<file path="config.mk">
export PLATFORM = sky130hd
export DESIGN_NAME = json_token_lexer
export DESIGN_NICKNAME = d
export VERILOG_FILES = /design/src/jtl_pkg.sv /design/src/jtl_lex_core.sv /design/src/jtl_token_fifo.sv /design/src/json_token_lexer.sv
export VERILOG_INCLUDE_DIRS = /design/src /design/src/src
export SDC_FILE = /design/constraint.sdc
export NUM_CORES = 1
export LEC_CHECK = 0
export BUFFER_PORTS_ARGS = -buffer_cell sky130_fd_sc_hd__buf_2
export CAP_MARGIN = 20
export CORE_ASPECT_RATIO = 0.75
export CORE_MARGIN = 2
export CORE_UTILIZATION = 30
export CTS_CLUSTER_SIZE = 16
export DETAILED_ROUTE_END_ITERATION = 10
export PLACE_DENSITY = 0.42
export SKIP_CTS_REPAIR_TIMING = 1
export SLEW_MARGIN = 20
export SYNTH_ARGS = -nofsm -noshare
export SYNTH_HDL_FRONTEND = slang
export SYNTH_HIERARCHICAL = 1
export SYNTH_SLANG_ARGS = --single-unit
</file>
<file path="constraint.sdc">
create_clock -name clk -period 9.8 [get_ports clk]
set_input_delay 0.98 -clock clk [delete_from_list [all_inputs] [get_ports clk]]
set_output_delay 0.98 -clock clk [all_outputs]
set_load 0.005 [all_outputs]
</file>
<file path="src/assert_macros.svh">
// Assertion macros shared by the lexer modules (clock clk, reset rst_n).
`ifndef ASSERT_MACROS_SVH
`define ASSERT_MACROS_SVH

// Same-cycle implication, disabled during reset.
`define JTL_ASSERT_NOW(label, ante, cons, msg) \
    label: assert property (@(posedge clk) disable iff (!rst_n) (ante) |-> (cons)) \
        else $error(msg);

// Next-cycle implication, disabled during reset.
`define JTL_ASSERT_NEXT(label, ante, cons, msg) \
    label: assert property (@(posedge clk) disable iff (!rst_n) (ante) |=> (cons)) \
        else $error(msg);

`endif

</file>
<file path="src/jtl_pkg.sv">
// Types, codes and character helpers for the JSON token lexer.
package jtl_pkg;

    localparam logic [3:0] KIND_END     = 4'd0;
    localparam logic [3:0] KIND_LBRACK  = 4'd1;
    localparam logic [3:0] KIND_RBRACK  = 4'd2;
    localparam logic [3:0] KIND_LBRACE  = 4'd3;
    localparam logic [3:0] KIND_RBRACE  = 4'd4;
    localparam logic [3:0] KIND_COLON   = 4'd5;
    localparam logic [3:0] KIND_COMMA   = 4'd6;
    localparam logic [3:0] KIND_STRING  = 4'd7;
    localparam logic [3:0] KIND_NUMBER  = 4'd8;
    localparam logic [3:0] KIND_TRUE    = 4'd9;
    localparam logic [3:0] KIND_FALSE   = 4'd10;
    localparam logic [3:0] KIND_NULL    = 4'd11;
    localparam logic [3:0] KIND_ERROR   = 4'd12;

    localparam logic [2:0] ERR_NONE     = 3'd0;
    localparam logic [2:0] ERR_STRAY    = 3'd1;
    localparam logic [2:0] ERR_UNTERM   = 3'd2;
    localparam logic [2:0] ERR_MINUS    = 3'd3;
    localparam logic [2:0] ERR_FRACTION = 3'd4;
    localparam logic [2:0] ERR_EXPONENT = 3'd5;
    localparam logic [2:0] ERR_LITERAL  = 3'd6;

    localparam logic [7:0] CH_QUOTE     = 8'h22;
    localparam logic [7:0] CH_BACKSLASH = 8'h5C;
    localparam logic [7:0] CH_LBRACK    = 8'h5B;
    localparam logic [7:0] CH_RBRACK    = 8'h5D;
    localparam logic [7:0] CH_LBRACE    = 8'h7B;
    localparam logic [7:0] CH_RBRACE    = 8'h7D;
    localparam logic [7:0] CH_COLON     = 8'h3A;
    localparam logic [7:0] CH_COMMA     = 8'h2C;
    localparam logic [7:0] CH_MINUS     = 8'h2D;
    localparam logic [7:0] CH_PLUS      = 8'h2B;
    localparam logic [7:0] CH_DOT       = 8'h2E;
    localparam logic [7:0] CH_ZERO      = 8'h30;
    localparam logic [7:0] CH_NUL       = 8'h00;

    localparam int TOK_W       = 24;
    localparam int FIFO_DEPTH  = 4;
    localparam int FIFO_PTR_W  = 2;
    localparam int FIFO_CNT_W  = 3;

    typedef struct packed {
        logic [3:0]       kind;
        logic [2:0]       err;
        logic [TOK_W-1:0] start;
        logic [TOK_W-1:0] len;
        logic             last;
    } tok_t;

    // Up to two tokens handed from the lexer to the output queue in one cycle.
    typedef struct packed {
        logic [1:0] count;
        tok_t       tok0;
        tok_t       tok1;
    } push_t;

    function automatic logic is_digit(input logic [7:0] c);
        return (c >= 8'h30) && (c <= 8'h39);
    endfunction

    function automatic logic is_alpha(input logic [7:0] c);
        return ((c >= 8'h61) && (c <= 8'h7A)) || ((c >= 8'h41) && (c <= 8'h5A));
    endfunction

    // space, tab, LF, VT, FF, CR
    function automatic logic is_space(input logic [7:0] c);
        return (c == 8'h20) || ((c >= 8'h09) && (c <= 8'h0D));
    endfunction

    function automatic logic is_exp_mark(input logic [7:0] c);
        return (c == 8'h65) || (c == 8'h45);
    endfunction

    // Literal spelling: 0 true, 1 false, 2 null.
    function automatic logic [2:0] lit_len(input logic [1:0] k);
        logic [2:0] r;
        unique case (k)
            2'd1:    r = 3'd5;
            default: r = 3'd4;
        endcase
        return r;
    endfunction

    function automatic logic [7:0] lit_char(input logic [1:0] k, input logic [2:0] idx);
        logic [7:0] r;
        r = CH_NUL;
        unique case (k)
            2'd0: begin
                unique case (idx)
                    3'd0:    r = 8'h74;
                    3'd1:    r = 8'h72;
                    3'd2:    r = 8'h75;
                    3'd3:    r = 8'h65;
                    default: r = CH_NUL;
                endcase
            end
            2'd1: begin
                unique case (idx)
                    3'd0:    r = 8'h66;
                    3'd1:    r = 8'h61;
                    3'd2:    r = 8'h6C;
                    3'd3:    r = 8'h73;
                    3'd4:    r = 8'h65;
                    default: r = CH_NUL;
                endcase
            end
            2'd2: begin
                unique case (idx)
                    3'd0:    r = 8'h6E;
                    3'd1:    r = 8'h75;
                    3'd2:    r = 8'h6C;
                    3'd3:    r = 8'h6C;
                    default: r = CH_NUL;
                endcase
            end
            default: r = CH_NUL;
        endcase
        return r;
    endfunction

    // Drop every literal that cannot take letter c at position idx.
    function automatic logic [2:0] lit_filter(input logic [2:0] cand,
                                              input logic [2:0] idx,
                                              input logic [7:0] c);
        logic [2:0] r;
        r = cand;
        for (int k = 0; k < 3; k++) begin
            if ((idx >= lit_len(2'(k))) || (lit_char(2'(k), idx) != c)) begin
                r[k] = 1'b0;
            end
        end
        return r;
    endfunction

endpackage

</file>
<file path="src/jtl_lex_core.sv">
// Input register, lexer state machine and token formation for the JSON lexer.
module jtl_lex_core #(
    parameter int OFFSET_BITS = 24
) (
    input  logic           clk,
    input  logic           rst_n,
    input  logic           in_valid,
    output logic           in_ready,
    input  logic [7:0]     data_byte,
    input  logic           end_of_input,
    input  logic           space_ok,
    output jtl_pkg::push_t push
);
    `include "assert_macros.svh"

    typedef enum logic [3:0] {
        MODE_IDLE, MODE_STR, MODE_STR_ESC, MODE_MINUS, MODE_ZERO, MODE_INT,
        MODE_DOT, MODE_FRAC, MODE_E, MODE_ESIGN, MODE_EXP, MODE_LIT
    } mode_t;

    localparam int OB = OFFSET_BITS;

    logic                   valid_reg, valid_next;
    logic [7:0]             byte_reg;
    logic                   eoi_reg;
    mode_t                  mode_reg, mode_next;
    logic [OB-1:0]          begin_reg, begin_next;
    logic [OB-1:0]          pos_reg, pos_next;
    logic [2:0]             cand_reg, cand_next;
    logic [2:0]             lidx_reg, lidx_next;
    logic                   err_reg, err_next;

    logic                   advance;
    logic                   end_item;
    logic [OB-1:0]          pos_inc;
    logic [OB-1:0]          len_cur;

    // pending-token close
    logic                   fl_valid, fl_err;
    jtl_pkg::tok_t          fl_tok;
    // outcome of lexing the byte from the idle mode
    logic                   id_emit, id_err;
    jtl_pkg::tok_t          id_tok;
    mode_t                  id_mode;
    logic [OB-1:0]          id_begin;
    logic [2:0]             id_cand, id_lidx;

    logic                   a_v, b_v;
    jtl_pkg::tok_t          a_tok, b_tok;
    logic                   do_idle, do_retry, do_flush;

    function automatic jtl_pkg::tok_t mk_tok(input logic [3:0] kind,
                                             input logic [2:0] err,
                                             input logic [OB-1:0] start,
                                             input logic [OB-1:0] len);
        jtl_pkg::tok_t t;
        t.kind  = kind;
        t.err   = err;
        t.start = jtl_pkg::TOK_W'(start);
        t.len   = jtl_pkg::TOK_W'(len);
        t.last  = 1'b0;
        return t;
    endfunction

    assign advance  = valid_reg && space_ok;
    assign in_ready = !valid_reg || advance;
    assign end_item = eoi_reg || (byte_reg == jtl_pkg::CH_NUL);
    assign pos_inc  = pos_reg + OB'(1);
    assign len_cur  = pos_reg - begin_reg;

    always_comb
    begin
        fl_valid = 1'b1;
        fl_err   = 1'b1;
        fl_tok   = mk_tok(jtl_pkg::KIND_ERROR, jtl_pkg::ERR_LITERAL, begin_reg, len_cur);
        unique case (mode_reg)
            MODE_STR, MODE_STR_ESC:
                fl_tok.err = jtl_pkg::ERR_UNTERM;
            MODE_MINUS:
                fl_tok.err = jtl_pkg::ERR_MINUS;
            MODE_DOT:
                fl_tok.err = jtl_pkg::ERR_FRACTION;
            MODE_E, MODE_ESIGN:
                fl_tok.err = jtl_pkg::ERR_EXPONENT;
            MODE_ZERO, MODE_INT, MODE_FRAC, MODE_EXP:
            begin
                fl_err = 1'b0;
                fl_tok = mk_tok(jtl_pkg::KIND_NUMBER, jtl_pkg::ERR_NONE, begin_reg, len_cur);
            end
            MODE_LIT:
            begin
                priority if (cand_reg[0] && (lidx_reg == jtl_pkg::lit_len(2'd0)))
                begin
                    fl_err = 1'b0;
                    fl_tok = mk_tok(jtl_pkg::KIND_TRUE, jtl_pkg::ERR_NONE, begin_reg, len_cur);
                end
                else if (cand_reg[1] && (lidx_reg == jtl_pkg::lit_len(2'd1)))
                begin
                    fl_err = 1'b0;
                    fl_tok = mk_tok(jtl_pkg::KIND_FALSE, jtl_pkg::ERR_NONE, begin_reg, len_cur);
                end
                else if (cand_reg[2] && (lidx_reg == jtl_pkg::lit_len(2'd2)))
                begin
                    fl_err = 1'b0;
                    fl_tok = mk_tok(jtl_pkg::KIND_NULL, jtl_pkg::ERR_NONE, begin_reg, len_cur);
                end
                else
                begin
                    fl_tok.err = jtl_pkg::ERR_LITERAL;
                end
            end
            default:
            begin
                fl_valid = 1'b0;
                fl_err   = 1'b0;
            end
        endcase
    end

    always_comb
    begin
        id_emit  = 1'b0;
        id_err   = 1'b0;
        id_mode  = MODE_IDLE;
        id_begin = pos_reg;
        id_cand  = cand_reg;
        id_lidx  = lidx_reg;
        id_tok   = mk_tok(jtl_pkg::KIND_ERROR, jtl_pkg::ERR_STRAY, pos_reg, OB'(1));
        priority if (jtl_pkg::is_space(byte_reg))
        begin
            id_begin = begin_reg;
        end
        else if ((byte_reg == jtl_pkg::CH_LBRACK) || (byte_reg == jtl_pkg::CH_RBRACK) ||
                 (byte_reg == jtl_pkg::CH_LBRACE) || (byte_reg == jtl_pkg::CH_RBRACE) ||
                 (byte_reg == jtl_pkg::CH_COLON)  || (byte_reg == jtl_pkg::CH_COMMA))
        begin
            id_emit  = 1'b1;
            id_begin = begin_reg;
            id_tok.err = jtl_pkg::ERR_NONE;
            priority case (byte_reg)
                jtl_pkg::CH_LBRACK: id_tok.kind = jtl_pkg::KIND_LBRACK;
                jtl_pkg::CH_RBRACK: id_tok.kind = jtl_pkg::KIND_RBRACK;
                jtl_pkg::CH_LBRACE: id_tok.kind = jtl_pkg::KIND_LBRACE;
                jtl_pkg::CH_RBRACE: id_tok.kind = jtl_pkg::KIND_RBRACE;
                jtl_pkg::CH_COLON:  id_tok.kind = jtl_pkg::KIND_COLON;
                default:            id_tok.kind = jtl_pkg::KIND_COMMA;
            endcase
        end
        else if (byte_reg == jtl_pkg::CH_QUOTE)
        begin
            id_mode  = MODE_STR;
            id_begin = pos_inc;
        end
        else if (byte_reg == jtl_pkg::CH_MINUS)
        begin
            id_mode = MODE_MINUS;
        end
        else if (byte_reg == jtl_pkg::CH_ZERO)
        begin
            id_mode = MODE_ZERO;
        end
        else if (jtl_pkg::is_digit(byte_reg))
        begin
            id_mode = MODE_INT;
        end
        else if (jtl_pkg::is_alpha(byte_reg))
        begin
            id_mode = MODE_LIT;
            id_cand = jtl_pkg::lit_filter(3'b111, 3'd0, byte_reg);
            id_lidx = 3'd1;
        end
        else
        begin
            id_emit = 1'b1;
            id_err  = 1'b1;
        end
    end

    always_comb
    begin
        valid_next = valid_reg;
        mode_next  = mode_reg;
        begin_next = begin_reg;
        pos_next   = pos_reg;
        cand_next  = cand_reg;
        lidx_next  = lidx_reg;
        err_next   = err_reg;
        a_v        = 1'b0;
        b_v        = 1'b0;
        a_tok      = fl_tok;
        b_tok      = id_tok;
        do_idle    = 1'b0;
        do_retry   = 1'b0;
        do_flush   = 1'b0;

        if (in_ready)
        begin
            valid_next = in_valid;
        end

        if (end_item)
        begin
            a_v   = !err_reg && fl_valid;
            b_v   = 1'b1;
            b_tok = mk_tok(jtl_pkg::KIND_END, jtl_pkg::ERR_NONE, pos_reg, '0);
            mode_next  = MODE_IDLE;
            begin_next = '0;
            pos_next   = '0;
            cand_next  = 3'b111;
            lidx_next  = 3'd0;
            err_next   = 1'b0;
        end
        else
        begin
            pos_next = pos_inc;
            if (!err_reg)
            begin
                unique case (mode_reg)
                    MODE_STR:
                    begin
                        if (byte_reg == jtl_pkg::CH_BACKSLASH)
                        begin
                            mode_next = MODE_STR_ESC;
                        end
                        else if (byte_reg == jtl_pkg::CH_QUOTE)
                        begin
                            a_v   = 1'b1;
                            a_tok = mk_tok(jtl_pkg::KIND_STRING, jtl_pkg::ERR_NONE,
                                           begin_reg, len_cur);
                            mode_next = MODE_IDLE;
                        end
                    end
                    MODE_STR_ESC:
                        mode_next = MODE_STR;
                    MODE_MINUS:
                    begin
                        if (byte_reg == jtl_pkg::CH_ZERO)
                            mode_next = MODE_ZERO;
                        else if (jtl_pkg::is_digit(byte_reg))
                            mode_next = MODE_INT;
                        else
                            do_flush = 1'b1;
                    end
                    MODE_ZERO, MODE_INT, MODE_FRAC:
                    begin
                        if ((mode_reg != MODE_ZERO) && jtl_pkg::is_digit(byte_reg))
                            mode_next = mode_reg;
                        else if ((byte_reg == jtl_pkg::CH_DOT) && (mode_reg != MODE_FRAC))
                            mode_next = MODE_DOT;
                        else if (jtl_pkg::is_exp_mark(byte_reg))
                            mode_next = MODE_E;
                        else
                            do_retry = 1'b1;
                    end
                    MODE_DOT:
                    begin
                        if (jtl_pkg::is_digit(byte_reg))
                            mode_next = MODE_FRAC;
                        else
                            do_flush = 1'b1;
                    end
                    MODE_E:
                    begin
                        if ((byte_reg == jtl_pkg::CH_PLUS) || (byte_reg == jtl_pkg::CH_MINUS))
                            mode_next = MODE_ESIGN;
                        else if (jtl_pkg::is_digit(byte_reg))
                            mode_next = MODE_EXP;
                        else
                            do_flush = 1'b1;
                    end
                    MODE_ESIGN:
                    begin
                        if (jtl_pkg::is_digit(byte_reg))
                            mode_next = MODE_EXP;
                        else
                            do_flush = 1'b1;
                    end
                    MODE_EXP:
                    begin
                        if (!jtl_pkg::is_digit(byte_reg))
                            do_retry = 1'b1;
                    end
                    MODE_LIT:
                    begin
                        if (jtl_pkg::is_alpha(byte_reg))
                        begin
                            cand_next = jtl_pkg::lit_filter(cand_reg, lidx_reg, byte_reg);
                            if (lidx_reg != 3'd7)
                                lidx_next = lidx_reg + 3'd1;
                        end
                        else
                        begin
                            do_retry = 1'b1;
                        end
                    end
                    default:
                        do_idle = 1'b1;
                endcase
            end

            // incomplete token: error, then drop bytes until end item
            if (do_flush)
            begin
                a_v       = 1'b1;
                mode_next = MODE_IDLE;
                err_next  = 1'b1;
            end

            // close the pending token, then relex this byte if that was clean
            if (do_retry)
            begin
                a_v       = 1'b1;
                mode_next = MODE_IDLE;
                if (fl_err)
                    err_next = 1'b1;
            end

            if (do_idle || (do_retry && !fl_err))
            begin
                mode_next  = id_mode;
                begin_next = id_begin;
                cand_next  = id_cand;
                lidx_next  = id_lidx;
                err_next   = id_err;
                if (do_idle)
                begin
                    a_v   = id_emit;
                    a_tok = id_tok;
                end
                else
                begin
                    b_v = id_emit;
                end
            end
        end
    end

    always_comb
    begin
        push = '0;
        if (a_v)
        begin
            push.tok0 = a_tok;
            push.tok1 = b_tok;
            push.count = b_v ? 2'd2 : 2'd1;
            if (b_v)
                push.tok1.last = 1'b1;
            else
                push.tok0.last = 1'b1;
        end
        else if (b_v)
        begin
            push.tok0      = b_tok;
            push.tok0.last = 1'b1;
            push.count     = 2'd1;
        end
        if (!advance)
            push.count = 2'd0;
    end

    always_ff @(posedge clk or negedge rst_n)
    begin
        if (!rst_n)
        begin
            valid_reg <= 1'b0;
            mode_reg  <= MODE_IDLE;
            begin_reg <= '0;
            pos_reg   <= '0;
            cand_reg  <= 3'b111;
            lidx_reg  <= 3'd0;
            err_reg   <= 1'b0;
        end
        else
        begin
            valid_reg <= valid_next;
            if (advance)
            begin
                mode_reg  <= mode_next;
                begin_reg <= begin_next;
                pos_reg   <= pos_next;
                cand_reg  <= cand_next;
                lidx_reg  <= lidx_next;
                err_reg   <= err_next;
            end
        end
    end

    always_ff @(posedge clk)
    begin
        if (in_valid && in_ready)
        begin
            byte_reg <= data_byte;
            eoi_reg  <= end_of_input;
        end
    end

    `JTL_ASSERT_NEXT(a_end_resets, advance && end_item,
                     pos_reg == '0 && mode_reg == MODE_IDLE && !err_reg,
                     "end item did not return lexer to reset state")
    `JTL_ASSERT_NOW(a_end_emits, advance && end_item,
                    push.count != 2'd0, "end item produced no token")
    `JTL_ASSERT_NOW(a_err_silent, advance && err_reg && !end_item,
                    push.count == 2'd0, "token emitted while dropping after error")
endmodule

</file>
<file path="src/jtl_token_fifo.sv">
// Four-entry token queue that takes up to two tokens a cycle and releases one.
module jtl_token_fifo (
    input  logic           clk,
    input  logic           rst_n,
    input  jtl_pkg::push_t push,
    output logic           space_ok,
    output logic           out_valid,
    input  logic           out_ready,
    output jtl_pkg::tok_t  out_tok
);
    `include "assert_macros.svh"

    jtl_pkg::tok_t                  mem_reg [jtl_pkg::FIFO_DEPTH];
    logic [jtl_pkg::FIFO_PTR_W-1:0] wptr_reg, wptr_next;
    logic [jtl_pkg::FIFO_PTR_W-1:0] rptr_reg, rptr_next;
    logic [jtl_pkg::FIFO_CNT_W-1:0] cnt_reg, cnt_next;
    logic [jtl_pkg::FIFO_PTR_W-1:0] wptr_inc;
    logic                           pop;

    assign space_ok  = cnt_reg <= jtl_pkg::FIFO_CNT_W'(jtl_pkg::FIFO_DEPTH - 2);
    assign out_valid = cnt_reg != '0;
    assign out_tok   = mem_reg[rptr_reg];
    assign pop       = out_valid && out_ready;
    assign wptr_inc  = wptr_reg + jtl_pkg::FIFO_PTR_W'(1);

    always_comb
    begin
        wptr_next = wptr_reg + jtl_pkg::FIFO_PTR_W'(push.count);
        rptr_next = rptr_reg + jtl_pkg::FIFO_PTR_W'(pop);
        cnt_next  = cnt_reg + jtl_pkg::FIFO_CNT_W'(push.count)
                  - jtl_pkg::FIFO_CNT_W'(pop);
    end

    always_ff @(posedge clk or negedge rst_n)
    begin
        if (!rst_n)
        begin
            wptr_reg <= '0;
            rptr_reg <= '0;
            cnt_reg  <= '0;
        end
        else
        begin
            wptr_reg <= wptr_next;
            rptr_reg <= rptr_next;
            cnt_reg  <= cnt_next;
        end
    end

    always_ff @(posedge clk)
    begin
        if (push.count != 2'd0)
            mem_reg[wptr_reg] <= push.tok0;
        if (push.count == 2'd2)
            mem_reg[wptr_inc] <= push.tok1;
    end

    `JTL_ASSERT_NOW(a_no_overflow, push.count != 2'd0,
                    (32'(cnt_reg) + 32'(push.count)) <= jtl_pkg::FIFO_DEPTH,
                    "token queue overflow")
    `JTL_ASSERT_NOW(a_count_range, 1'b1, cnt_reg <= jtl_pkg::FIFO_CNT_W'(jtl_pkg::FIFO_DEPTH),
                    "token queue count out of range")
    `JTL_ASSERT_NEXT(a_ptr_track, pop && push.count == 2'd0,
                     cnt_reg == $past(cnt_reg) - jtl_pkg::FIFO_CNT_W'(1),
                     "token queue count lost track of a pop")
endmodule

</file>
<file path="src/json_token_lexer.sv">
// Top level of the streaming JSON token lexer.
//
//  channel  | handshake             | payload
//  ---------+-----------------------+-----------------------------------------------
//  input    | in_valid / in_ready   | data_byte, end_of_input
//  output   | out_valid / out_ready | token_kind, error_code, token_start,
//           |                       | token_length, last_of_run
//
// One byte request is taken per cycle when the token queue has room for two
// more tokens; the lexer state machine handles each byte from the input register.
// A byte gives at most two tokens; the queue drains one token per cycle, so
// the input stalls only when tokens pile up or out_ready is held low.
// A request passes the input register, then the token queue, before its first token is out.
// Reset (rst_n low, asynchronous) empties input register and queue and puts
// the lexer at offset zero with no token pending.
module json_token_lexer #(
    parameter int OFFSET_BITS = 24
) (
    input  logic        clk,
    input  logic        rst_n,
    input  logic        in_valid,
    output logic        in_ready,
    input  logic [7:0]  data_byte,
    input  logic        end_of_input,
    output logic        out_valid,
    input  logic        out_ready,
    output logic [3:0]  token_kind,
    output logic [2:0]  error_code,
    output logic [23:0] token_start,
    output logic [23:0] token_length,
    output logic        last_of_run
);
    jtl_pkg::push_t push;
    jtl_pkg::tok_t  out_tok;
    logic           space_ok;

    // Lexer: input register, mode machine, offsets, literal matcher.
    jtl_lex_core #(
        .OFFSET_BITS (OFFSET_BITS)
    ) u_core (
        .clk          (clk),
        .rst_n        (rst_n),
        .in_valid     (in_valid),
        .in_ready     (in_ready),
        .data_byte    (data_byte),
        .end_of_input (end_of_input),
        .space_ok     (space_ok),
        .push         (push)
    );

    // Token queue doubles as the output register stage.
    jtl_token_fifo u_fifo (
        .clk       (clk),
        .rst_n     (rst_n),
        .push      (push),
        .space_ok  (space_ok),
        .out_valid (out_valid),
        .out_ready (out_ready),
        .out_tok   (out_tok)
    );

    assign token_kind   = out_tok.kind;
    assign error_code   = out_tok.err;
    assign token_start  = out_tok.start;
    assign token_length = out_tok.len;
    assign last_of_run  = out_tok.last;
endmodule

</file>
**Yosys cells after proc, flatten, opt, wreduce, memory -nomap -nowiden**

Memory sizes are Yosys's and may differ from the RTL's.
Index checks and enable logic that the tools add are counted.

- Memories kept: 1
- Memory bits (writable): 224
- Flip-flop bits (word level): 76
- Bits of input ports: 13
- Output and inout port bits: 58

Memories:

| name | depth | width | rd ports | clocked after memory_dff | wr ports | RTL line | text |
|---|---|---|---|---|---|---|---|
| u_fifo.mem_reg | 4 | 56 | 1 | 0 | 2 | jtl_token_fifo.sv:13 | `jtl_pkg::tok_t mem_reg [jtl_pkg::FIFO_DEPTH];` |

- Eq/ne operators: 56
- Reduce and logical (&&, ||, !) cells: 62
- Muxes and demuxes: 192
- Add/sub/neg operators: 8
- Magnitude comparators: 13

Operators by type and width:

| cell | number |
|---|---|
| $mux W56 | 11 |
| $mux W8 | 33 |
| $mux W24 | 6 |
| $mux W3 | 47 |
| $mux W4 | 22 |
| $eq A8 B6 Y1 const B | 8 |
| $mux W58 | 1 |
| $mux W57 | 1 |
| $eq A8 B7 Y1 const B | 7 |
| $mux W1 | 55 |
| $mux W55 | 1 |
| $mux W49 | 1 |
| $ne A8 B8 Y1 | 6 |
| $reduce_and A12 Y1 | 4 |
| $pmux W7 S5 | 1 |
| $pmux W4 S7 | 1 |
| $pmux W7 S4 | 1 |
| $add A24 B1 Y24 const B | 1 |
| $sub A24 B24 Y24 | 1 |
| $ne A7 B1 Y1 const B | 3 |
| $pmux W7 S3 | 1 |
| $reduce_bool A3 Y1 | 7 |
| $logic_or A1 B1 Y1 | 18 |
| $ne A3 B2 Y1 const B | 6 |
| other kinds (50) | 88 |

**Logic depth before layout (Yosys ltp)**

Gate-level depths: netlist of the first run.

- Depth after elaboration: 22
- Mapped depth: 19
- Depth with buffers taken out: 16

**Hierarchy**

The synthesis of the first run kept the hierarchy.

Modules (own cells, without submodules):

| module | cells each | area an instance (µm²) | times used | seq. area each (µm²) |
|---|---|---|---|---|
| jtl_token_fifo | 583 | 11523.6 | 1 | 6901.6 |
| jtl_lex_core | 919 | 7079.3 | 1 | 1775.5 |

**Worst setup path after synthesis of the first run**

OpenSTA, ideal clock, no wires.

- Path type: reg-to-reg
- From: register u_core.byte_reg[6]
- To: memory u_fifo/mem_reg[0][0] in the netlist's numbering, enable pin
- Path slack: 2.204 ns
- Data arrival time: 7.049 ns
- Setup time: 0.547 ns
- Cell stages (with the launch flop): 14
- Path buffers: 3
- Cell sequence: edfxtp_1 > buf_6 > or4b_1 > o41a_1 > o31ai_2 > and3_1 > buf_4 > o221a_4 > o22ai_4 > buf_6 > ha_1 > and3_1 > o21bai_1 > o21ai_0

RTL lines:

| what | RTL line | text |
|---|---|---|
| from (decl) | jtl_lex_core.sv:24 | `logic [7:0] byte_reg;` |
| from (signal assigned) | jtl_lex_core.sv:392 | `byte_reg <= data_byte;` |
| to (decl) | jtl_token_fifo.sv:13 |  |

==> flow_summary.ini, run 1 <==
[sta]
setup_total_negative_slack_ns = 0
maxSlewViolCount = 0
final.period_utilization_pct = 59.37
setup_viol_count_final = 0
worst_hold_slack_ns = 0.3160
timing.final.hold_violations = 0
maxClockFrequency_ghz = 0.1719
worst-slew-pin-transition_ns = 1.098
finClkSkew_ns = 0.02440
slew_headroom_pct = 26.83
rsz0062_at_grt = false
min_period_ns = 5.819

[cells_and_area]
flow.area_growth_from_synthesis_pct = 11.21
antenna-diode-count = 0
fillerInstances = 6157
seq_area_mm2 = 0.008682
number_of_flip_flops_in_the_largest_register = 224
final_common_cell = sky130_fd_sc_hd__edfxtp_1
post_route_cells_drive_above_1_share_pct = 30.94
final_cell_mix = sky130_fd_sc_hd__edfxtp_1, sky130_fd_sc_hd__mux2_2, sky130_fd_sc_hd__nand2_1, sky130_fd_sc_hd__nor2_1, sky130_fd_sc_hd__o21ai_0
post_layout_utilization_of_the_core_pct = 33.54
multi_input_area_mm2 = 0.009115
finalNetCount = 1579

[run]
max-cap-violations = 0

[synth]
synth_top_area_share_pct = 37.61
synth.avg_cell_area_um2 = 12.39
synth_cell_type_count = 83
synth-warning-count = 6
synth.top_cells.by_area = sky130_fd_sc_hd__edfxtp_1, sky130_fd_sc_hd__mux2_2, sky130_fd_sc_hd__dfrtp_1
synth-main-ff-cell = sky130_fd_sc_hd__edfxtp_1
synth.ff_latch_count = 300
synth-seq-area-share_pct = 46.64
mappedNetlistArea_mm2 = 0.01860
synth_top_cell_by_area = sky130_fd_sc_hd__edfxtp_1
synthArstFlopShare_pct = 22.33
synth_edf_count = 233
synthesized_netlist_cell_count = 1502

[worst_hold_path]
hold_path_class = primary input to async pin

[grt]
grt_max_degree = 68
first_pass_grt_wire_length_mm = 80.56
antenna_found_initial = 2
first_global_vias = 12470
overflow = 0
grt.total_usage_pct = 16.51

[power_and_ir_drop]
total_leakage_power_uw = 0.007686
vdd_drop_max_uv = 150.4
power_per_standard_cell_area_mw_per_mm2 = 275.7

[clock_network]
clock_latency_ns = 0.55
clock-sinks = 300
clock_tree_from_tritoncts = yes
cts.clk_slew.worst_paths_ns = 0.06
ctsRootBufferMaster = sky130_fd_sc_hd__clkbuf_16
numCtsBuffers = 37
cts_htree_levels = 2
clockBufferDepth = 3

[detailed_routing]
antenna_left = 0
drt_first_iter_violations = 780
route.detailed.wl_per_inst_um = 22.12
route.detailed.vias_per_inst = 5.140
detail_route.wirelength_mm = 52.39
drt-pass1-iter-count = 5
dr_total_vias = 12170
post-route-drc-count = 0

[die]
starting_density_of_the_core_pct = 30.16
core_area_mm2 = 0.06168
dieArea_mm2 = 0.06404
top_level_ports = 71
die_height_um = 219.7
rows = 79
die-width_um = 291.5

[outcome]
status = complete, no violations

[worst_setup_path]
crit_path_end_kind = flip-flop
worst_path_largest_cell_delay_ns = 0.97
required_ns = 10.09
worst_path_most_repeated_cell = sky130_fd_sc_hd__and3_1
cp_max_fo = 33
setup.worst_path.start_class = flip-flop
timing.critical_path.cells = nor4_1 > a211oi_1 > o31ai_2 > and3_1 > o221a_4 > o22ai_4 > ha_1 > and3_1 > and4bb_4 > buf_4 > mux2_2
crit_arrival_ns = 6.11
crit_type = flip-flop to flip-flop
critPathSlowestCell = sky130_fd_sc_hd__and4bb_4

[placed_design]
final_gp_congestion = 0.8497
buffer_ports.inserted = 70
sum_of_net_half_perimeters_after_detailed_placement_mm = 32.38
## per-stage QoR
step	instance area [um^2]	cells	setup WS, ns	power, uW
final	20690	2368	3.981	5703
after detailed placement	19490	2300	3.997	4402
after global placement	19490	2300	4.103	4407
after global routing	20690	2368	3.555	6076
after floorplan	18690	1526	2.204	3594
after CTS	20660	2367	4.017	5813
## area by class of cell
class / instances / share of cell area (%)
clock buffers: 56 / 5.014
clock inverters: 11 / 0.6471
inverters: 43 / 0.7802
multi-input cells: 1055 / 44.06
flip-flops and latches: 300 / 41.97
well taps: 810 / 4.899
repair buffers: 93 / 2.637
## routing by layer
layer  wire (um)  track usage [%]  up-vias
li1            -                -     5688
met1       26780            25.03     6156
met2       22580            24.72      272
met3        2175            2.421       55
met4         853            3.608        0
met5           0                0        -
## final timing paths
| check | start | end | cells after the start | slack (ns) |
|---|---|---|---|---|
| min in group clk | u_core/begin_reg[14] | u_core/begin_reg[14] | 1 | 0.49 |
| worst max-delay path | u_core/byte_reg[1] | u_fifo/mem_reg[3][13] | 11 | 3.98 |
| worst min register to register | u_core/begin_reg[14] | u_core/begin_reg[14] | 1 | 0.49 |
| max in group asynchronous | rst_n | u_core/cand_reg[1] | 2 | 8.87 |
| worst max register to register | u_core/byte_reg[1] | u_fifo/mem_reg[3][13] | 11 | 3.98 |
| worst min-delay path | rst_n | u_fifo/rptr_reg[0] | 1 | 0.32 |
## cell usage after synthesis (25+ instances only)
master,instances
sky130_fd_sc_hd__nand3_1,25
sky130_fd_sc_hd__mux2_2,165
sky130_fd_sc_hd__buf_2,26
sky130_fd_sc_hd__nand2_1,111
sky130_fd_sc_hd__ha_1,34
sky130_fd_sc_hd__mux4_2,56
sky130_fd_sc_hd__xor2_1,28
sky130_fd_sc_hd__xnor2_1,29
sky130_fd_sc_hd__buf_4,32
sky130_fd_sc_hd__nor2_1,81
sky130_fd_sc_hd__mux2_4,69
sky130_fd_sc_hd__o21ai_0,76
sky130_fd_sc_hd__clkbuf_1,42
sky130_fd_sc_hd__inv_1,43
sky130_fd_sc_hd__edfxtp_1,233
sky130_fd_sc_hd__a21oi_1,44
sky130_fd_sc_hd__dfrtp_1,64
## logic make-up after synthesis
kind of cell	Yosys count	share of synthesized area [%]
AOI/OAI and AO/OA	244	8.623
xor gates and xnor gates	57	2.684
adders and majority gates	36	2.502
buffers and inverters	171	5.179
DFF	300	46.64
muxes	313	23.60
other	1	0.02016
and+or+nand+nor	380	10.75
## critical path: cells and delay by family (launching register included)
kind                       cells  cell delay, ns
buffers and inverters          1            0.59
AOI/OAI and AO/OA              4            0.91
DFF                            1            0.70
adders and majority gates      1            0.38
muxes                          1            0.40
and+or+nand+nor                4            2.57
## power by group
group | leakage (uW) | total, uW | internal, uW | switching, uW
clock network | 0.000570 | 1360 | 810 | 553
registers | 0.00307 | 1970 | 1770 | 199
logic | 0.00404 | 2370 | 1010 | 1360
total | 0.00769 | 5700 | 3590 | 2110
Note: power is estimated with default switching activity, not from simulation.
==> run 2: changes to the inputs <==
Settings changed: ABC_AREA set to 1.
Clock period 9.8 ns to 5.5 ns, I/O delays scaled along.
==> flow_summary.ini, run 2 <==
[outcome]
status = complete, no violations

[sta]
min_period_ns = 4.770
final.setup.worst_slack_ns = 0.7303
maxClockFrequency_ghz = 0.2097
rsz0062_at_grt = false
slew_headroom_pct = 35.71
maxSlewViolCount = 0
setup_viol_count_final = 0
timing.final.hold_violations = 0
worst-slew-pin-transition_ns = 0.9644
final.period_utilization_pct = 86.72
setup_total_negative_slack_ns = 0
finClkSkew_ns = 0.01431
worst_hold_slack_ns = 0.1720

[worst_setup_path]
path_buf_inv = 4
critPathTopFamily = simple AND/OR/NAND/NOR gates
timing.critical_path.cells = inv_4 > nand2_1 > nor2_1 > nand3_2 > nor4_1 > nor2_1 > nand3_2 > nand3_4 > nand2_4 > ha_1 > inv_1 > nor2_1 > nor2_4 > nand2_4 > buf_4 > buf_4 > o21ai_0
ff2ff_setup_slack_ns = 0.73
timing.critical_path.from = u_core/byte_reg[4]
critical_path.reg2reg.endpoint = u_fifo/mem_reg[3][0]
worst_path_largest_cell_delay_ns = 0.75
crit_arrival_ns = 5.03
r2r.worst_path.cells = 17
cp_max_fo = 62
required_ns = 5.76
crit_type = flip-flop to flip-flop
worst_path_most_repeated_cell = sky130_fd_sc_hd__nor2_1
critPathSlowestCell = sky130_fd_sc_hd__buf_4
crit_path_end_kind = flip-flop
setup.worst_path.start_class = flip-flop
critical_path.reg2reg.startpoint = u_core/byte_reg[4]

[placed_design]
final_gp_congestion = 0.9286
dp_worst_setup_slack_ns = 0.7272
buffer_ports.inserted = 70
placed_cells = 3075
sum_of_net_half_perimeters_after_detailed_placement_mm = 37.87

[cells_and_area]
antenna-diode-count = 0
number_of_flip_flops_in_the_largest_register = 224
final_common_cell = sky130_fd_sc_hd__nand2_1
final_cell_mix = sky130_fd_sc_hd__nand2_1, sky130_fd_sc_hd__o21ai_0, sky130_fd_sc_hd__nor2_1, sky130_fd_sc_hd__edfxtp_1, sky130_fd_sc_hd__inv_1
finalNetCount = 2355
post_route_cells_drive_above_1_share_pct = 10.42
post_layout_nonfiller_instances = 3143
flow.area_growth_from_synthesis_pct = 10.88

[worst_hold_path]
hold_path_class = primary input to flip-flop
hold-path-endpoint = u_core/eoi_reg
hold_path_start = end_of_input
hold-path-cell-count = 1

[detailed_routing]
detail_route.wirelength_mm = 58.22
route.detailed.vias_per_inst = 4.963
route.detailed.wl_per_inst_um = 18.52
drt_first_iter_violations = 1340
post-route-drc-count = 0
drt-pass1-iter-count = 5
dr_total_vias = 15600
antenna_left = 0

[clock_network]
clock-sinks = 300
clock_tree_from_tritoncts = yes
clockBufferDepth = 3
ctsRootBufferMaster = sky130_fd_sc_hd__clkbuf_16
clock_latency_ns = 0.55
cts_htree_levels = 2
numCtsBuffers = 38
cts.clk_slew.worst_paths_ns = 0.06

[die]
dieArea_mm2 = 0.06419
core_area_mm2 = 0.06178
starting_density_of_the_core_pct = 30.19
top_level_ports = 71
rows = 79
die_height_um = 219.9
die-width_um = 291.9

[power_and_ir_drop]
total_leakage_power_uw = 0.007875
vdd_drop_max_uv = 238.3
power_per_standard_cell_area_mw_per_mm2 = 578.7

[grt]
first_global_vias = 14710
grt.total_usage_pct = 18.13
overflow = 0
antenna_found_initial = 0
grt_max_degree = 113
first_pass_grt_wire_length_mm = 90.12

[synth]
synth_top_cell_by_area = sky130_fd_sc_hd__edfxtp_1
synth_top_area_share_pct = 37.52
mappedNetlistArea_mm2 = 0.01865
synth.top_cells.by_area = sky130_fd_sc_hd__edfxtp_1, sky130_fd_sc_hd__nand2_1, sky130_fd_sc_hd__o21ai_0
synthArstFlopShare_pct = 22.33
synth-warning-count = 6
synth.ff_latch_count = 300
synth-seq-area-share_pct = 46.53
synth_common_cells = sky130_fd_sc_hd__nand2_1, sky130_fd_sc_hd__o21ai_0, sky130_fd_sc_hd__nor2_1
synth-main-ff-cell = sky130_fd_sc_hd__edfxtp_1
synth.avg_cell_area_um2 = 8.090
synth_edf_count = 233
synth_cell_type_count = 56
synthesized_netlist_cell_count = 2305
cell_with_the_most_instances_after_synthesis = sky130_fd_sc_hd__nand2_1

[run]
max-cap-violations = 0
==> run 2: cell count changes after synthesis, sizes merged, moves of 36 or more <==
| cell | delta |
|---|---|
| a21oi | +46 |
| nor2 | +224 |
| mux4 | -56 |
| inv | +147 |
| and2 | -36 |
| nand2 | +408 |
| nand3 | +42 |
| mux2 | -238 |
| o21ai | +384 |
==> run 2: logic make-up (layout without fill, tap and decap cells) <==
family	after synthesis	count (layout)	synth area share, %
other cells	1	25	0.02011
xor+xnor	42	42	1.973
fa+ha+maj	36	36	2.496
simple gates	942	942	21.14
buf+inv	346	350	9.212
compound gates	638	638	18.63
flops	300	300	46.53
==> run 2: worst reg2reg max path, delay by kind of cell, from the launching register on <==
| family | cells | cell delay (ns) |
|---|---|---|
| AOI/OAI and AO/OA | 1 | 0.17 |
| adders and majority gates | 1 | 0.28 |
| buffers and inverters | 4 | 1.47 |
| DFF | 1 | 0.55 |
| and+or+nand+nor | 11 | 2.03 |
==> run 2: power by group <==
part | internal (uW) | switching (uW) | total (uW) | leakage, uW
clock network | 1550 | 1010 | 2550 | 0.000615
registers | 3410 | 303 | 3710 | 0.00307
logic | 1750 | 3950 | 5700 | 0.00419
==> run 2: stage by stage <==
stage                     util (%)  total power (uW)  cell area, um^2
after global placement       31.42              9510            19410
final                        33.47             11970            20680
after CTS                    33.45             12100            20660
after global routing         33.47             12930            20680
after detailed placement     31.42              9495            19410
after floorplan                  -              7556            18740
==> run 2: per-layer routing <==
layer / wire length (um) / share of wire [%] / global-route usage (%)
met5: 0 / 0 / 0
met3: 3137 / 5.4 / 2.703
met4: 1128 / 1.9 / 4.519
met2: 24600 / 42 / 27.48
met1: 29350 / 50 / 26.90
==> run 2: cell type report <==
cell class	instances	area, um^2
Multi-Input combinational cell	1683	8381
Fill cell	6448	41100
Inverter	190	719.4
Clock inverter	13	138.9
Clock buffer	54	1115
Tap cell	810	1013
Sequential cell	300	8681
Timing Repair Buffer	93	628.1
==> run 2: worst max-delay path by stage <==
stage,end,cells after the start,slack (ns)
2_1_floorplan,u_fifo/mem_reg[0][0],21,1.09
3_3_place_gp,u_fifo/mem_reg[3][0],17,0.84
3_5_place_dp,u_fifo/mem_reg[3][0],17,0.73
4_1_cts,u_fifo/mem_reg[3][0],17,0.68
5_1_grt,u_fifo/mem_reg[3][0],17,0.25
6_report,u_fifo/mem_reg[3][0],17,0.73
==> run 3: changes to the inputs <==
Settings changed: BUFFER_PORTS_ARGS -buffer_cell sky130_fd_sc_hd__buf_2 to not set, DONT_BUFFER_PORTS set to 1, PLACE_DENSITY 0.42 to 0.41.
==> flow_summary.ini, run 3 (synthesized netlist as in run 2, its figures left out) <==
[outcome]
status = complete, no violations

[clock_network]
clock_tree_from_tritoncts = yes
clockBufferDepth = 3
cts_htree_levels = 2
numCtsBuffers = 37
clock-sinks = 300
clock_latency_ns = 0.57
ctsRootBufferMaster = sky130_fd_sc_hd__clkbuf_16
cts.clk_slew.worst_paths_ns = 0.06

[sta]
worst_hold_slack_ns = 0.1000
maxClockFrequency_ghz = 0.2274
setup_total_negative_slack_ns = 0
min_period_ns = 4.397
final.period_utilization_pct = 79.95
rsz0062_at_grt = false
finClkSkew_ns = 0.02922
timing.final.hold_violations = 0
setup_viol_count_final = 0
worst-slew-pin-transition_ns = 1.001
maxSlewViolCount = 0
slew_headroom_pct = 33.28

[detailed_routing]
drt-pass1-iter-count = 5
detail_route.wirelength_mm = 61.52
antenna_left = 0
route.detailed.vias_per_inst = 5.018
post-route-drc-count = 0
route.detailed.wl_per_inst_um = 19.99
drt_first_iter_violations = 1220
dr_total_vias = 15440

[power_and_ir_drop]
total_leakage_power_uw = 0.007585
vdd_drop_max_uv = 262.8
power_per_standard_cell_area_mw_per_mm2 = 575.9
total_power_uw = 11680

[placed_design]
final_gp_congestion = 0.9062
sum_of_net_half_perimeters_after_detailed_placement_mm = 39.49
post_dp_cell_area_mm2 = 0.01909
buffer_ports.inserted = 0

[cells_and_area]
post_layout_utilization_of_the_core_pct = 32.84
final_cell_mix = sky130_fd_sc_hd__nand2_1, sky130_fd_sc_hd__o21ai_0, sky130_fd_sc_hd__nor2_1, sky130_fd_sc_hd__edfxtp_1, sky130_fd_sc_hd__inv_1
fin_area_mm2 = 0.02029
antenna-diode-count = 0
flow.area_growth_from_synthesis_pct = 8.803
final_common_cell = sky130_fd_sc_hd__nand2_1
post_route_cells_drive_above_1_share_pct = 7.411
number_of_flip_flops_in_the_largest_register = 224
finalNetCount = 2288

[die]
die-width_um = 291.9
rows = 79
starting_density_of_the_core_pct = 30.19
die_height_um = 219.9
top_level_ports = 71
dieArea_mm2 = 0.06419
core_area_mm2 = 0.06178

[worst_setup_path]
timing.critical_path.from = u_core/byte_reg[4]
critical_path.reg2reg.startpoint = u_core/byte_reg[4]
required_ns = 5.72
crit_path_end_kind = flip-flop
path_buf_inv = 4
worst_path_largest_cell_delay_ns = 0.54
critPathTopFamily = simple AND/OR/NAND/NOR gates
critPathSlowestCell = sky130_fd_sc_hd__edfxtp_1
timing.critical_path.cells = inv_4 > nand2_1 > nor2_1 > nand3_2 > nor4_1 > nor2_1 > nand3_2 > nand3_4 > nand2_4 > ha_1 > inv_1 > nor2_1 > inv_1 > nand2_1 > nand2_1 > nand2_2 > buf_4
crit_arrival_ns = 4.62
setup.worst_path.start_class = flip-flop
crit_type = flip-flop to flip-flop
cp_max_fo = 20

[grt]
grt_max_degree = 113
antenna_found_initial = 0
first_global_vias = 14560
first_pass_grt_wire_length_mm = 92.63
overflow = 0
grt.total_usage_pct = 19.03

[worst_hold_path]
hold_path_start = data_byte[1]
hold_path_class = primary input to flip-flop

[run]
max-cap-violations = 0
run 3: power by group:
group | switching, uW | internal, uW | total (uW)
sequential | 260 | 3410 | 3670
combinational | 4040 | 1550 | 5600
clock | 1010 | 1410 | 2420
run 3: worst reg2reg max path, cell delays in order, from the launching register on:
cell                       delay, ns
sky130_fd_sc_hd__edfxtp_1       0.54
sky130_fd_sc_hd__inv_4          0.16
sky130_fd_sc_hd__nand2_1        0.08
sky130_fd_sc_hd__nor2_1         0.18
sky130_fd_sc_hd__nand3_2        0.39
sky130_fd_sc_hd__nor4_1         0.48
sky130_fd_sc_hd__nor2_1         0.09
sky130_fd_sc_hd__nand3_2        0.10
sky130_fd_sc_hd__nand3_4        0.08
sky130_fd_sc_hd__nand2_4        0.09
sky130_fd_sc_hd__ha_1           0.21
sky130_fd_sc_hd__inv_1          0.06
sky130_fd_sc_hd__nor2_1         0.34
sky130_fd_sc_hd__inv_1          0.16
sky130_fd_sc_hd__nand2_1        0.16
sky130_fd_sc_hd__nand2_1        0.08
sky130_fd_sc_hd__nand2_2        0.44
sky130_fd_sc_hd__buf_4          0.43
run 3: path summary, 6_finish.rpt:
kind / end / slack [ns] / cells after the start
min in group asynchronous: u_core/err_reg / 0.63 / 2
worst min register to register: u_core/begin_reg[13] / 0.48 / 2
worst min-delay path: u_core/byte_reg[1] / 0.10 / 0
max in group asynchronous: u_core/cand_reg[1] / 4.45 / 2
worst max register to register: u_fifo/mem_reg[1][6] / 1.10 / 17
worst max-delay path: u_fifo/mem_reg[1][6] / 1.10 / 17
run 3: area by class of cell:
class / count / area, um^2
repair buffers: 27 / 337.8
multi-input cells: 1683 / 8377
flip-flops and latches: 300 / 8681
clock buffers: 47 / 984.7
clock inverters: 20 / 176.4
fillers: 6407 / 41490
well taps: 810 / 1013
inverters: 190 / 719.4
run 3: through the flow:
stage,cells,setup WS [ns]
2_1_floorplan,2329,1.086
3_3_place_gp,3008,1.093
3_5_place_dp,3008,1.073
4_1_cts,3075,1.038
5_1_grt,3077,0.6445
6_report,3077,1.103
run 3: layer usage:
layer	wire length, um	track usage (%)
met5	0	0
met4	1281	4.931
met3	3495	2.774
met2	26160	28.94
met1	30580	28.12
